### config.mk
export PLATFORM = sky130hd
export DESIGN_NAME = riot_ports_and_interval_timer
export DESIGN_NICKNAME = d
export VERILOG_FILES = /design/src/hw/rtl/riot_pkg.sv /design/src/hw/rtl/riot_ports.sv /design/src/hw/rtl/riot_timer.sv /design/src/hw/rtl/riot_ports_and_interval_timer.sv
export SDC_FILE = /design/constraint.sdc
export NUM_CORES = 1
export LEC_CHECK = 0
export BUFFER_PORTS_ARGS = -buffer_cell sky130_fd_sc_hd__buf_2
export CORE_MARGIN = 5
export CORE_UTILIZATION = 45
export DETAILED_ROUTE_END_ITERATION = 10
export PLACE_DENSITY = 0.7
export SYNTH_ARGS = -nofsm -noshare
export SYNTH_HDL_FRONTEND = slang
export SYNTH_SLANG_ARGS = --single-unit
### constraint.sdc
create_clock -name clock -period 2.4 [get_ports clock]
set_clock_uncertainty 0.15 [all_clocks]
set_input_delay 0.36 -clock clock [delete_from_list [all_inputs] [get_ports clock]]
set_output_delay 0.36 -clock clock [all_outputs]
set_load 0.03 [all_outputs]
### src/hw/rtl/riot_pkg.sv
// ---------------------------------------------------------------------------
// RIOT package
// Shared types and constants for the two-port I/O and interval timer.
// ---------------------------------------------------------------------------
`default_nettype none

package riot_pkg;

   localparam int unsigned DATA_W  = 8;
   localparam int unsigned OFFS_W  = 4;
   localparam int unsigned TICKS_W = 19;

   // Bit positions inside the register offset.
   localparam int unsigned OFFS_TIMER_BIT  = 2;
   localparam int unsigned OFFS_IRQ_EN_BIT = 3;
   localparam int unsigned OFFS_STATUS_BIT = 0;

   localparam logic [DATA_W-1:0] RDATA_IDLE  = 8'hff;
   localparam logic [DATA_W-1:0] STATUS_FLAG = 8'h80;
   localparam logic [DATA_W-1:0] SHOT_START  = 8'hff;

   typedef enum logic [1:0] {
      FUNC_READ  = 2'd0,
      FUNC_WRITE = 2'd1,
      FUNC_TICK  = 2'd2,
      FUNC_IDLE  = 2'd3
   } func_type;

   typedef enum logic [1:0] {
      REG_PA_DATA = 2'd0,
      REG_PA_DIR  = 2'd1,
      REG_PB_DATA = 2'd2,
      REG_PB_DIR  = 2'd3
   } port_reg_type;

   typedef enum logic [1:0] {
      PRE_1    = 2'd0,
      PRE_8    = 2'd1,
      PRE_64   = 2'd2,
      PRE_1024 = 2'd3
   } prescale_type;

   // One request as it is executed against the register state.
   typedef struct packed {
      logic              fire;
      func_type          func;
      logic [OFFS_W-1:0] offset;
      logic [DATA_W-1:0] wdata;
   } op_type;

endpackage

`default_nettype wire

### src/hw/rtl/riot_ports.sv
// ---------------------------------------------------------------------------
// RIOT ports
// Output latches and direction registers of ports A and B, with read merge.
// ---------------------------------------------------------------------------
`default_nettype none

module riot_ports
   import riot_pkg::*;
(
   input  wire logic              clock,
   input  wire logic              reset,
   input  wire op_type            op,
   input  wire logic [DATA_W-1:0] pa_pins,
   input  wire logic [DATA_W-1:0] pb_pins,
   output      logic [DATA_W-1:0] port_rdata,
   output      logic [DATA_W-1:0] pa_latch_in,
   output      logic [DATA_W-1:0] pb_latch_in
);

   logic [DATA_W-1:0] pa_latch_ff;
   logic [DATA_W-1:0] pa_dir_ff;
   logic [DATA_W-1:0] pb_latch_ff;
   logic [DATA_W-1:0] pb_dir_ff;
   logic [DATA_W-1:0] pa_dir_in;
   logic [DATA_W-1:0] pb_dir_in;
   port_reg_type      sel;
   logic              wr;

   assign sel = port_reg_type'(op.offset[1:0]);
   assign wr  = op.fire && (op.func == FUNC_WRITE) && !op.offset[OFFS_TIMER_BIT];

   // Pins where the direction bit is clear, the latch where it is set.
   always_comb begin
      unique case (sel)
         REG_PA_DATA: port_rdata = (pa_pins & ~pa_dir_ff) | (pa_latch_ff & pa_dir_ff);
         REG_PA_DIR:  port_rdata = pa_dir_ff;
         REG_PB_DATA: port_rdata = (pb_pins & ~pb_dir_ff) | (pb_latch_ff & pb_dir_ff);
         REG_PB_DIR:  port_rdata = pb_dir_ff;
         default:     port_rdata = pb_dir_ff;
      endcase
   end

   always_comb begin
      pa_latch_in = pa_latch_ff;
      pa_dir_in   = pa_dir_ff;
      pb_latch_in = pb_latch_ff;
      pb_dir_in   = pb_dir_ff;
      if (wr) begin
         unique case (sel)
            REG_PA_DATA: pa_latch_in = op.wdata;
            REG_PA_DIR:  pa_dir_in   = op.wdata;
            REG_PB_DATA: pb_latch_in = op.wdata;
            REG_PB_DIR:  pb_dir_in   = op.wdata;
            default:     pb_dir_in   = op.wdata;
         endcase
      end
   end

   always_ff @(posedge clock) begin
      if (reset) begin
         pa_latch_ff <= '0;
         pa_dir_ff   <= '0;
         pb_latch_ff <= '0;
         pb_dir_ff   <= '0;
      end else begin
         pa_latch_ff <= pa_latch_in;
         pa_dir_ff   <= pa_dir_in;
         pb_latch_ff <= pb_latch_in;
         pb_dir_ff   <= pb_dir_in;
      end
   end

endmodule

`default_nettype wire

### src/hw/rtl/riot_timer.sv
// ---------------------------------------------------------------------------
// RIOT interval timer
// Prescaled down counter, expiry flag, post-expiry count and interrupt enable.
// ---------------------------------------------------------------------------
`default_nettype none

module riot_timer
   import riot_pkg::*;
(
   input  wire logic              clock,
   input  wire logic              reset,
   input  wire op_type            op,
   output      logic [DATA_W-1:0] timer_rdata,
   output      logic              irq_level_in
);

   prescale_type       prescale_ff, prescale_in, wr_prescale;
   logic               shot_ff, shot_in;
   logic [TICKS_W-1:0] ticks_ff, ticks_in, ticks_dec, load_ext;
   logic [DATA_W-1:0]  since_ff, since_in;
   logic               flag_ff, flag_in;
   logic               irq_en_ff, irq_en_in;
   logic [DATA_W-1:0]  count_value;
   logic [DATA_W:0]    load_base;
   logic               timer_acc;
   logic               is_status;

   assign wr_prescale = prescale_type'(op.offset[1:0]);
   assign timer_acc   = op.fire && op.offset[OFFS_TIMER_BIT] &&
                        (op.func == FUNC_READ || op.func == FUNC_WRITE);
   assign is_status   = op.offset[OFFS_STATUS_BIT];
   assign ticks_dec   = ticks_ff - TICKS_W'(1);
   assign load_base   = {1'b0, op.wdata} + (DATA_W+1)'(1);
   assign load_ext    = TICKS_W'(load_base);

   always_comb begin
      if (shot_ff) begin
         count_value = SHOT_START - since_ff;
      end else begin
         unique case (prescale_ff)
            PRE_1:    count_value = ticks_ff[7:0];
            PRE_8:    count_value = ticks_ff[10:3];
            PRE_64:   count_value = ticks_ff[13:6];
            PRE_1024: count_value = ticks_ff[17:10];
            default:  count_value = ticks_ff[7:0];
         endcase
      end
      timer_rdata = is_status ? (flag_ff ? STATUS_FLAG : '0) : count_value;
   end

   always_comb begin
      prescale_in = prescale_ff;
      shot_in     = shot_ff;
      ticks_in    = ticks_ff;
      since_in    = since_ff;
      flag_in     = flag_ff;
      irq_en_in   = irq_en_ff;
      if (timer_acc) begin
         irq_en_in = op.offset[OFFS_IRQ_EN_BIT];
      end
      if (op.fire) begin
         unique case (op.func)
            FUNC_READ: begin
               if (op.offset[OFFS_TIMER_BIT] && !is_status) begin
                  flag_in = 1'b0;
               end
            end
            FUNC_WRITE: begin
               if (op.offset[OFFS_TIMER_BIT]) begin
                  flag_in     = 1'b0;
                  shot_in     = 1'b0;
                  prescale_in = wr_prescale;
                  since_in    = '0;
                  unique case (wr_prescale)
                     PRE_1:    ticks_in = load_ext;
                     PRE_8:    ticks_in = load_ext << 3;
                     PRE_64:   ticks_in = load_ext << 6;
                     PRE_1024: ticks_in = load_ext << 10;
                     default:  ticks_in = load_ext;
                  endcase
               end
            end
            FUNC_TICK: begin
               if (shot_ff) begin
                  // After expiry the count runs down once per tick and holds at zero.
                  if (since_ff != SHOT_START) begin
                     since_in = since_ff + DATA_W'(1);
                  end
               end else if (ticks_ff != '0) begin
                  ticks_in = ticks_dec;
                  if (ticks_dec == '0) begin
                     flag_in  = 1'b1;
                     shot_in  = 1'b1;
                     since_in = '0;
                  end
               end
            end
            FUNC_IDLE: begin
            end
            default: begin
            end
         endcase
      end
      irq_level_in = flag_in & irq_en_in;
   end

   always_ff @(posedge clock) begin
      if (reset) begin
         prescale_ff <= PRE_1;
         shot_ff     <= 1'b0;
         ticks_ff    <= '0;
         since_ff    <= '0;
         flag_ff     <= 1'b0;
         irq_en_ff   <= 1'b0;
      end else begin
         prescale_ff <= prescale_in;
         shot_ff     <= shot_in;
         ticks_ff    <= ticks_in;
         since_ff    <= since_in;
         flag_ff     <= flag_in;
         irq_en_ff   <= irq_en_in;
      end
   end

endmodule

`default_nettype wire

### src/hw/rtl/riot_ports_and_interval_timer.sv
// ---------------------------------------------------------------------------
// RIOT ports and interval timer
// Two 8-bit I/O ports with direction registers and a prescaled interval timer.
// ---------------------------------------------------------------------------
// Each request is a bus read, a bus write, one base-clock tick or an idle
// request, and each request yields exactly one response carrying the read
// data (0xff for anything but a read), the interrupt line and both port
// output latches as they stand after the request. A request is captured
// in an input register, executed against the port and timer state, and
// its response is held in an output register; while the response channel
// is ready a new request can be taken every cycle, so the sustained rate
// is one request per clock. The response is presented from the output
// register once the request has passed through the input register.
// The state update happens when a request leaves the input register, so
// a stalled response channel holds the pipeline and requests are executed
// strictly in order.
// A timer write loads (data + 1) times a prescale of 1, 8, 64 or 1024 ticks;
// on expiry the flag is set and the count runs down from 255, once per tick,
// stopping at zero. Reading the count clears the flag; any timer-part access
// sets the interrupt enable from offset bit 3.
// ---------------------------------------------------------------------------
`default_nettype none

module riot_ports_and_interval_timer
   import riot_pkg::*;
(
   input  wire logic              clock,
   input  wire logic              reset,
   input  wire logic              req_valid,
   output      logic              req_ready,
   input  wire logic [1:0]        req_func,
   input  wire logic [OFFS_W-1:0] req_offset,
   input  wire logic [DATA_W-1:0] req_wdata,
   input  wire logic [DATA_W-1:0] req_pa_pins,
   input  wire logic [DATA_W-1:0] req_pb_pins,
   output      logic              rsp_valid,
   input  wire logic              rsp_ready,
   output      logic [DATA_W-1:0] rsp_rdata,
   output      logic              rsp_irq_line,
   output      logic [DATA_W-1:0] rsp_pa_drive,
   output      logic [DATA_W-1:0] rsp_pb_drive
);

   // Input register.
   logic              in_valid_ff;
   func_type          in_func_ff;
   logic [OFFS_W-1:0] in_offset_ff;
   logic [DATA_W-1:0] in_wdata_ff;
   logic [DATA_W-1:0] in_pa_pins_ff;
   logic [DATA_W-1:0] in_pb_pins_ff;

   // Response register.
   logic              out_valid_ff;
   logic [DATA_W-1:0] out_rdata_ff;
   logic              out_irq_ff;
   logic [DATA_W-1:0] out_pa_ff;
   logic [DATA_W-1:0] out_pb_ff;

   logic              out_free;
   logic              advance;
   logic              accept;
   op_type            op;
   logic [DATA_W-1:0] port_rdata;
   logic [DATA_W-1:0] timer_rdata;
   logic [DATA_W-1:0] rdata_in;
   logic [DATA_W-1:0] pa_latch_in;
   logic [DATA_W-1:0] pb_latch_in;
   logic              irq_level_in;

   // The response register frees up when it is empty or being drained; the
   // request in the input register executes exactly when it can move there.
   assign out_free  = !out_valid_ff || rsp_ready;
   assign advance   = in_valid_ff && out_free;
   assign req_ready = !in_valid_ff || out_free;
   assign accept    = req_valid && req_ready;

   assign op.fire   = advance;
   assign op.func   = in_func_ff;
   assign op.offset = in_offset_ff;
   assign op.wdata  = in_wdata_ff;

   riot_ports u_ports (
      .clock       (clock),
      .reset       (reset),
      .op          (op),
      .pa_pins     (in_pa_pins_ff),
      .pb_pins     (in_pb_pins_ff),
      .port_rdata  (port_rdata),
      .pa_latch_in (pa_latch_in),
      .pb_latch_in (pb_latch_in)
   );

   riot_timer u_timer (
      .clock        (clock),
      .reset        (reset),
      .op           (op),
      .timer_rdata  (timer_rdata),
      .irq_level_in (irq_level_in)
   );

   // Reads pick the port or timer part by offset bit 2; all else reads 0xff.
   always_comb begin
      if (in_func_ff == FUNC_READ) begin
         rdata_in = in_offset_ff[OFFS_TIMER_BIT] ? timer_rdata : port_rdata;
      end else begin
         rdata_in = RDATA_IDLE;
      end
   end

   always_ff @(posedge clock) begin
      if (reset) begin
         in_valid_ff  <= 1'b0;
         out_valid_ff <= 1'b0;
      end else begin
         if (req_ready) begin
            in_valid_ff <= req_valid;
         end
         if (out_free) begin
            out_valid_ff <= in_valid_ff;
         end
      end
   end

   always_ff @(posedge clock) begin
      if (accept) begin
         in_func_ff    <= func_type'(req_func);
         in_offset_ff  <= req_offset;
         in_wdata_ff   <= req_wdata;
         in_pa_pins_ff <= req_pa_pins;
         in_pb_pins_ff <= req_pb_pins;
      end
      if (advance) begin
         out_rdata_ff <= rdata_in;
         out_irq_ff   <= irq_level_in;
         out_pa_ff    <= pa_latch_in;
         out_pb_ff    <= pb_latch_in;
      end
   end

   assign rsp_valid    = out_valid_ff;
   assign rsp_rdata    = out_rdata_ff;
   assign rsp_irq_line = out_irq_ff;
   assign rsp_pa_drive = out_pa_ff;
   assign rsp_pb_drive = out_pb_ff;

endmodule

`default_nettype wire

# Yosys cells after proc, flatten, opt, wreduce, memory -nomap -nowiden
# Index checks and enable logic that the tools add are counted.
# Widths: inputs -> output; s select.
[totals]
register_bits = 121
output_inout_bits = 27
wordCells = 109
[op_classes]
addsub = 4
n_eq_ne = 15
mux = 34
bitwise_logic = 9
reduce_logical = 26
[ops]
columns = ["cell", "n"]
rows = [
  ["$mux 8", 13],
  ["$pmux 19 s4", 1],
  ["$pmux 8 s4", 2],
  ["$mux 19", 3],
  ["$pmux 19 s2", 1],
  ["$and 8x8->8", 4],
  ["$logic_not 19->1", 1],
  ["$reduce_bool 19->1", 1],
  ["$sub 19x1->19 const B", 1],
  ["$not 8->8", 2],
  ["$or 8x8->8", 2],
  ["$pmux 8 s2", 1],
  ["$mux 1", 11],
  ["$eq 2x2->1 const B", 5],
  ["$add 8x1->9 const B", 1],
  ["$add 8x1->8 const B", 1],
  ["$ne 8x8->1 const B", 1],
  ["$sub 8x8->8 const A", 1],
  ["$logic_and 1x1->1", 7],
  ["$eq 2x1->1 const B", 3],
  ["$logic_not 2->1", 3],
  ["$ne 3x1->1 const B", 2],
  ["$reduce_and 3->1", 2],
  ["$reduce_and 6->1", 1],
  ["11 further kinds", 18],
]

# Longest topological paths before layout
[logic_depth]
word_depth = 8
depth_mapped = 11
ltp_nobuf = 9

# By module
# A second synthesis with hierarchy kept.
[unflattened]
cells_unflattened = 654
area_unflattened_um2 = 6708.9
[modules_own_cells]
columns = ["mod", "n_inst", "cells_per_inst", "area_each_um2", "seq_area_each_um2"]
rows = [
  ["riot_timer", 1, 372, 2951.6, 640.6],
  ["riot_ports", 1, 199, 1879.3, 640.6],
  ["riot_ports_and_interval_timer", 1, 83, 1878.1, 1691.6],
]

# Worst setup path after synthesis
# No wires, ideal clock.
[synth_path]
path_kind = "reg-to-reg"
start = "reg out_valid_ff (netlist: rsp_valid)"
end = "reg u_timer.ticks_ff[4]"
setup_time_ps = 132
arrival_ps = 2428
t_required_ps = 2118
slack_ps = -310
stages_incl_launch_ff = 9
n_path_buf = 1
synth_period_minus_slack_ps = 2710
cell_sequence = "dfxtp_1 > nor2b_1 > nand2b_1 > inv_1 > nand3_1 > a21o_4 > buf_8 > a221oi_1 > nor3_2"
[synth_via]
elab_chain_len = 4
[synth_rtl]
columns = ["item", "line", "text"]
rows = [
  ["start: declaration", "riot_ports_and_interval_timer.sv:53", "logic out_valid_ff;"],
  ["start signal: assignment", "riot_ports_and_interval_timer.sv:119", "out_valid_ff <= in_valid_ff;"],
  ["$logic_not 1->1", "riot_ports_and_interval_timer.sv:72", "assign out_free = !out_valid_ff || rsp_ready;"],
  ["$logic_or 1x1->1", "riot_ports_and_interval_timer.sv:72", ""],
  ["$logic_and 1x1->1", "riot_ports_and_interval_timer.sv:73", "assign advance = in_valid_ff && out_free;"],
  ["via advance", "riot_ports_and_interval_timer.sv:60", "logic advance;"],
  ["$reduce_and 5->1 (no source line)", "n/a", ""],
  ["end signal: assignment", "riot_timer.sv:118", "ticks_ff <= ticks_in;"],
  ["end: declaration", "riot_timer.sv:19", "logic [TICKS_W-1:0] ticks_ff, ticks_in, ticks_dec, load_ext;"],
]
# The timed path passes the listed nets, and every way through them passes these cells.
# A chain may end at the register's enable or synchronous reset.

# Worst setup path after layout
[layout_path]
start = "reg u_timer.ticks_ff[0]"
end = "reg u_timer.since_ff[5]"
[layout_via]
elab_chain_len = 4
elab_cells_between_ends = 6
[layout_rtl]
columns = ["item", "line", "text"]
rows = [
  ["$sub 19x1->19", "riot_timer.sv:32", "assign ticks_dec = ticks_ff - TICKS_W'(1);"],
  ["$logic_not 19->1", "riot_timer.sv:91", "if (ticks_dec == '0) begin"],
  ["$ne 3x1->1 (no source line)", "n/a", ""],
  ["$reduce_and 6->1 (no source line) *", "n/a", ""],
  ["end signal: assignment", "riot_timer.sv:119", "since_ff <= since_in;"],
  ["end: declaration", "riot_timer.sv:20", "logic [DATA_W-1:0] since_ff, since_in;"],
]
# Mark *: on every way between the ends. The rest lies on a longest branch, timed or not.

==> summary.md <==
| Metric | Value |
|---|---|
| Number of standard-cell rows in the floorplan | `43` |
| Transition at the pin with the smallest max-transition slack | `556.0 ps` |
| Remaining global-route overflow | `0` |
| Fin nets | `814` |
| Starting density of the core | `45.64%` |
| Number of storage elements in the synthesis netlist | `121` |
| Total wirelength of the detailed-routed design | `18030 um` |
| Area of the core region | `13830 um2` |
| Slew Limit Headroom | `62.82%` |
| WL per Instance | `18.71 um` |
| Critical path fanouts, max | `7` |
| Area taken by multi-input logic gates | `3151 um2` |
| Count of flip-flops with a built-in enable after synthesis | `55` |
| Final setup violation count | `0` |
| Outcome | `completed` |
| Commonest cells after routing, fill and taps aside | `sky130_fd_sc_hd__nor2_1 (73), sky130_fd_sc_hd__dfxtp_1 (65), sky130_fd_sc_hd__buf_4 (64), sky130_fd_sc_hd__buf_2 (60), sky130_fd_sc_hd__edfxtp_1 (55)` |
| Share of cells above drive strength 1 | `27.81%` |
| Number of sinks driven by the clock tree | `121` |
| Final Hold Viols | `0` |
| Arrival time of data at the critical path endpoint | `2480 ps` |
| Setup repair after global routing missed its margin | `true` |
| Clock-pin transition on the worst setup and hold timing paths | `60 ps` |
| Worst slack on hold paths | `25.50 ps` |
| Startpoint kind of the worst setup timing path | `flip-flop` |
| Register name with the most flops | `u_timer.ticks_ff` |
| Clock latency on the worst-skew pair | `420 ps` |
| Detailed placement HPWL | `12150 um` |
| Layout filler cell count | `1122` |
| Crit path kind | `flip-flop to flip-flop` |
| Number of vias after detailed routing | `5542` |
| Total negative setup slack | `0 ps` |
| Layout overhead on the synthesized area | `28.63%` |
| Proportion of synthesized flip-flops having asynchronous set or reset | `0%` |
| Max VDD drop | `0.0006703 V` |
| Post-DRT Antenna Nets | `0` |
| TritonCTS clock tree | `done` |
| Type of element capturing the critical path | `flip-flop` |
| Top cell type's share of synthesized area | `26.17%` |
| Final period demand of the worst path | `2344 ps` |
| Part of the Yosys area used for sequential elements | `47.11%` |
| Wire length of the first global-routing pass | `28230 um` |
| Via count of the first global-routing pass | `5376` |
| GP Congestion | `0.9190` |
| Count of input and output buffers | `60` |
| Antenna violations before repair | `0` |
| Data required time of the critical path | `2540 ps` |
| PD cells | `703.7 nW/um2` |
| F_max | `426.6 MHz` |
| CTS HTree Levels | `4` |
| Slew Viols, Final | `0` |
| Combined flip-flop and latch cell area | `2974 um2` |
| Area of the mapped netlist | `6311 um2` |
| Count of yosys warnings during synthesis | `0` |
| Top post-synthesis cells by area | `sky130_fd_sc_hd__edfxtp_1 (26%), sky130_fd_sc_hd__dfxtp_1 (21%), sky130_fd_sc_hd__nor2_1 (4.4%)` |
| Largest net degree at the start of global routing | `70` |
| Detailed-route vias per instance | `5.749` |
| Number of instances in the synthesized netlist | `638` |
| Unique cell type count in the Yosys netlist | `71` |
| Worst hold path class | `input pin to flip-flop` |
| Commonest non-fill, non-tap cell in the layout | `sky130_fd_sc_hd__nor2_1` |
| Per-instance average area after synthesis | `9.892 um2` |
| Total GRT Usage | `22.07%` |
| Cell chosen for the clock root | `sky130_fd_sc_hd__clkbuf_16` |
| Share of the cycle needed by the critical path after routing | `97.67%` |
| Static Leak | `3.183 nW` |
| Antenna Diode Count | `0` |
| DRC errors left | `0` |
| Predominant post-synthesis flop cell | `sky130_fd_sc_hd__dfxtp_1` |
| CTS Buf Count | `17` |
| Number of design-rule violations left by the first detailed-router iteration | `574` |
| Detailed-router iteration count before antenna repair | `5` |
| Top-level I/O count | `61` |
| Max reg flops | `19` |
| Max-cap check violation count | `0` |
| DIE AREA | `16490 um2` |
| Width of the chip | `128.4 um` |
| Die extent in y | `128.4 um` |
| Net count after synthesis | `681` |
| Clk buf depth | `2` |
| Area leader, netlist | `sky130_fd_sc_hd__edfxtp_1` |
==> where the power goes <==
part | internal, mW | total [mW] | leakage [nW] | switching, mW
Clock | 1.48 | 2.56 | 0.287 | 1.07
Combinational | 0.375 | 0.880 | 1.85 | 0.505
Sequential | 2.23 | 2.28 | 1.05 | 0.0493
Total | 4.09 | 5.71 | 3.18 | 1.63
==> kinds of logic (layout without fill, tap and decap cells) <==
| logic type | after synthesis | count (layout) | share of synthesized area (%) |
|---|---|---|---|
| AO/OA/AOI/OAI | 165 | 165 | 17.11 |
| XOR/XNOR | 9 | 9 | 1.249 |
| AND/OR/NAND/NOR | 238 | 238 | 20.16 |
| multiplexers | 42 | 42 | 8.545 |
| buffers and inverters | 54 | 200 | 4.044 |
| flip-flops | 121 | 121 | 47.11 |
| adder cells (fa/ha/maj) | 9 | 9 | 1.784 |
==> worst paths after layout <==
| path | cells after the start | slack, ps | end | start |
|---|---|---|---|---|
| min | 3 | 30 | in_valid_ff | req_valid |
| min reg2reg | 2 | 370 | u_timer.irq_en_ff | u_timer.irq_en_ff |
| max | 9 | 60 | u_timer.since_ff[5] | u_timer.ticks_ff[0] |
| max reg2reg | 9 | 60 | u_timer.since_ff[5] | u_timer.ticks_ff[0] |
==> routing by layer <==
metal | share of wire, % | wire [um] | GRT usage, %
met4 | 2.6 | 462 | 7.803
met5 | 0 | 0 | 0
met1 | 43 | 7716 | 28.32
met3 | 6.7 | 1210 | 6.019
met2 | 48 | 8644 | 35.95
==> critical path, stage by stage, from the launching register on <==
cell	delay (ps)
sky130_fd_sc_hd__dfxtp_1	320
sky130_fd_sc_hd__buf_4	170
sky130_fd_sc_hd__nor4_4	320
sky130_fd_sc_hd__buf_4	180
sky130_fd_sc_hd__nand4_4	110
sky130_fd_sc_hd__o21ai_4	160
sky130_fd_sc_hd__o211ai_2	150
sky130_fd_sc_hd__o211a_4	340
sky130_fd_sc_hd__nor3_1	240
sky130_fd_sc_hd__nor3_1	80
==> synth_stat cells (all sizes together), types with 5 or more instances <==
cell	instances
a211oi	8
a21oi	44
a22oi	11
buf	14
clkbuf	29
dfxtp	66
edfxtp	55
ha	9
inv	10
mux2	15
mux2i	19
mux4	8
nand2	49
nand2b	14
nand3	13
nand4	8
nor2	74
nor2b	27
nor3	23
nor4	5
o211ai	6
o21ai	51
o22ai	11
o32ai	12
or3	5
xnor2	5
==> repair_timing <==
| action | 4_1_cts | 5_1_grt |
|---|---|---|
| setup endpoints to repair | 2 | 25 |
| buffers inserted | 0 | 6 |
| hold endpoints to repair | 30 | 0 |
| hold buffers | 30 | 0 |
| gates resized for setup | 1 | 10 |
| pin swaps | 0 | 3 |
==> through the flow <==
step / std cells / total power, mW / setup slack (ps) / instance area [um2] / utilization (%)
floorplan: 638 / 2.832 / 36.54 / 6334 / -
global placement: 896 / 3.108 / 11.32 / 7128 / 51.55
detailed placement: 896 / 3.117 / 0.9910 / 7128 / 51.55
CTS: 958 / 5.714 / 41.57 / 8026 / 58.05
global route: 964 / 5.915 / -69.22 / 8118 / 58.71
finish: 964 / 5.712 / 55.91 / 8118 / 58.71
==> layout make-up <==
type | count | share of cell area [%]
Clock buffer | 17 | 5.240
Tap cell | 180 | 2.774
Inverter | 11 | 0.5549
Multi-Input combinational cell | 463 | 38.81
Sequential cell | 121 | 36.64
Clock inverter | 15 | 2.035
Timing Repair Buffer | 157 | 13.95
Note: power is estimated with default switching activity, not from simulation.
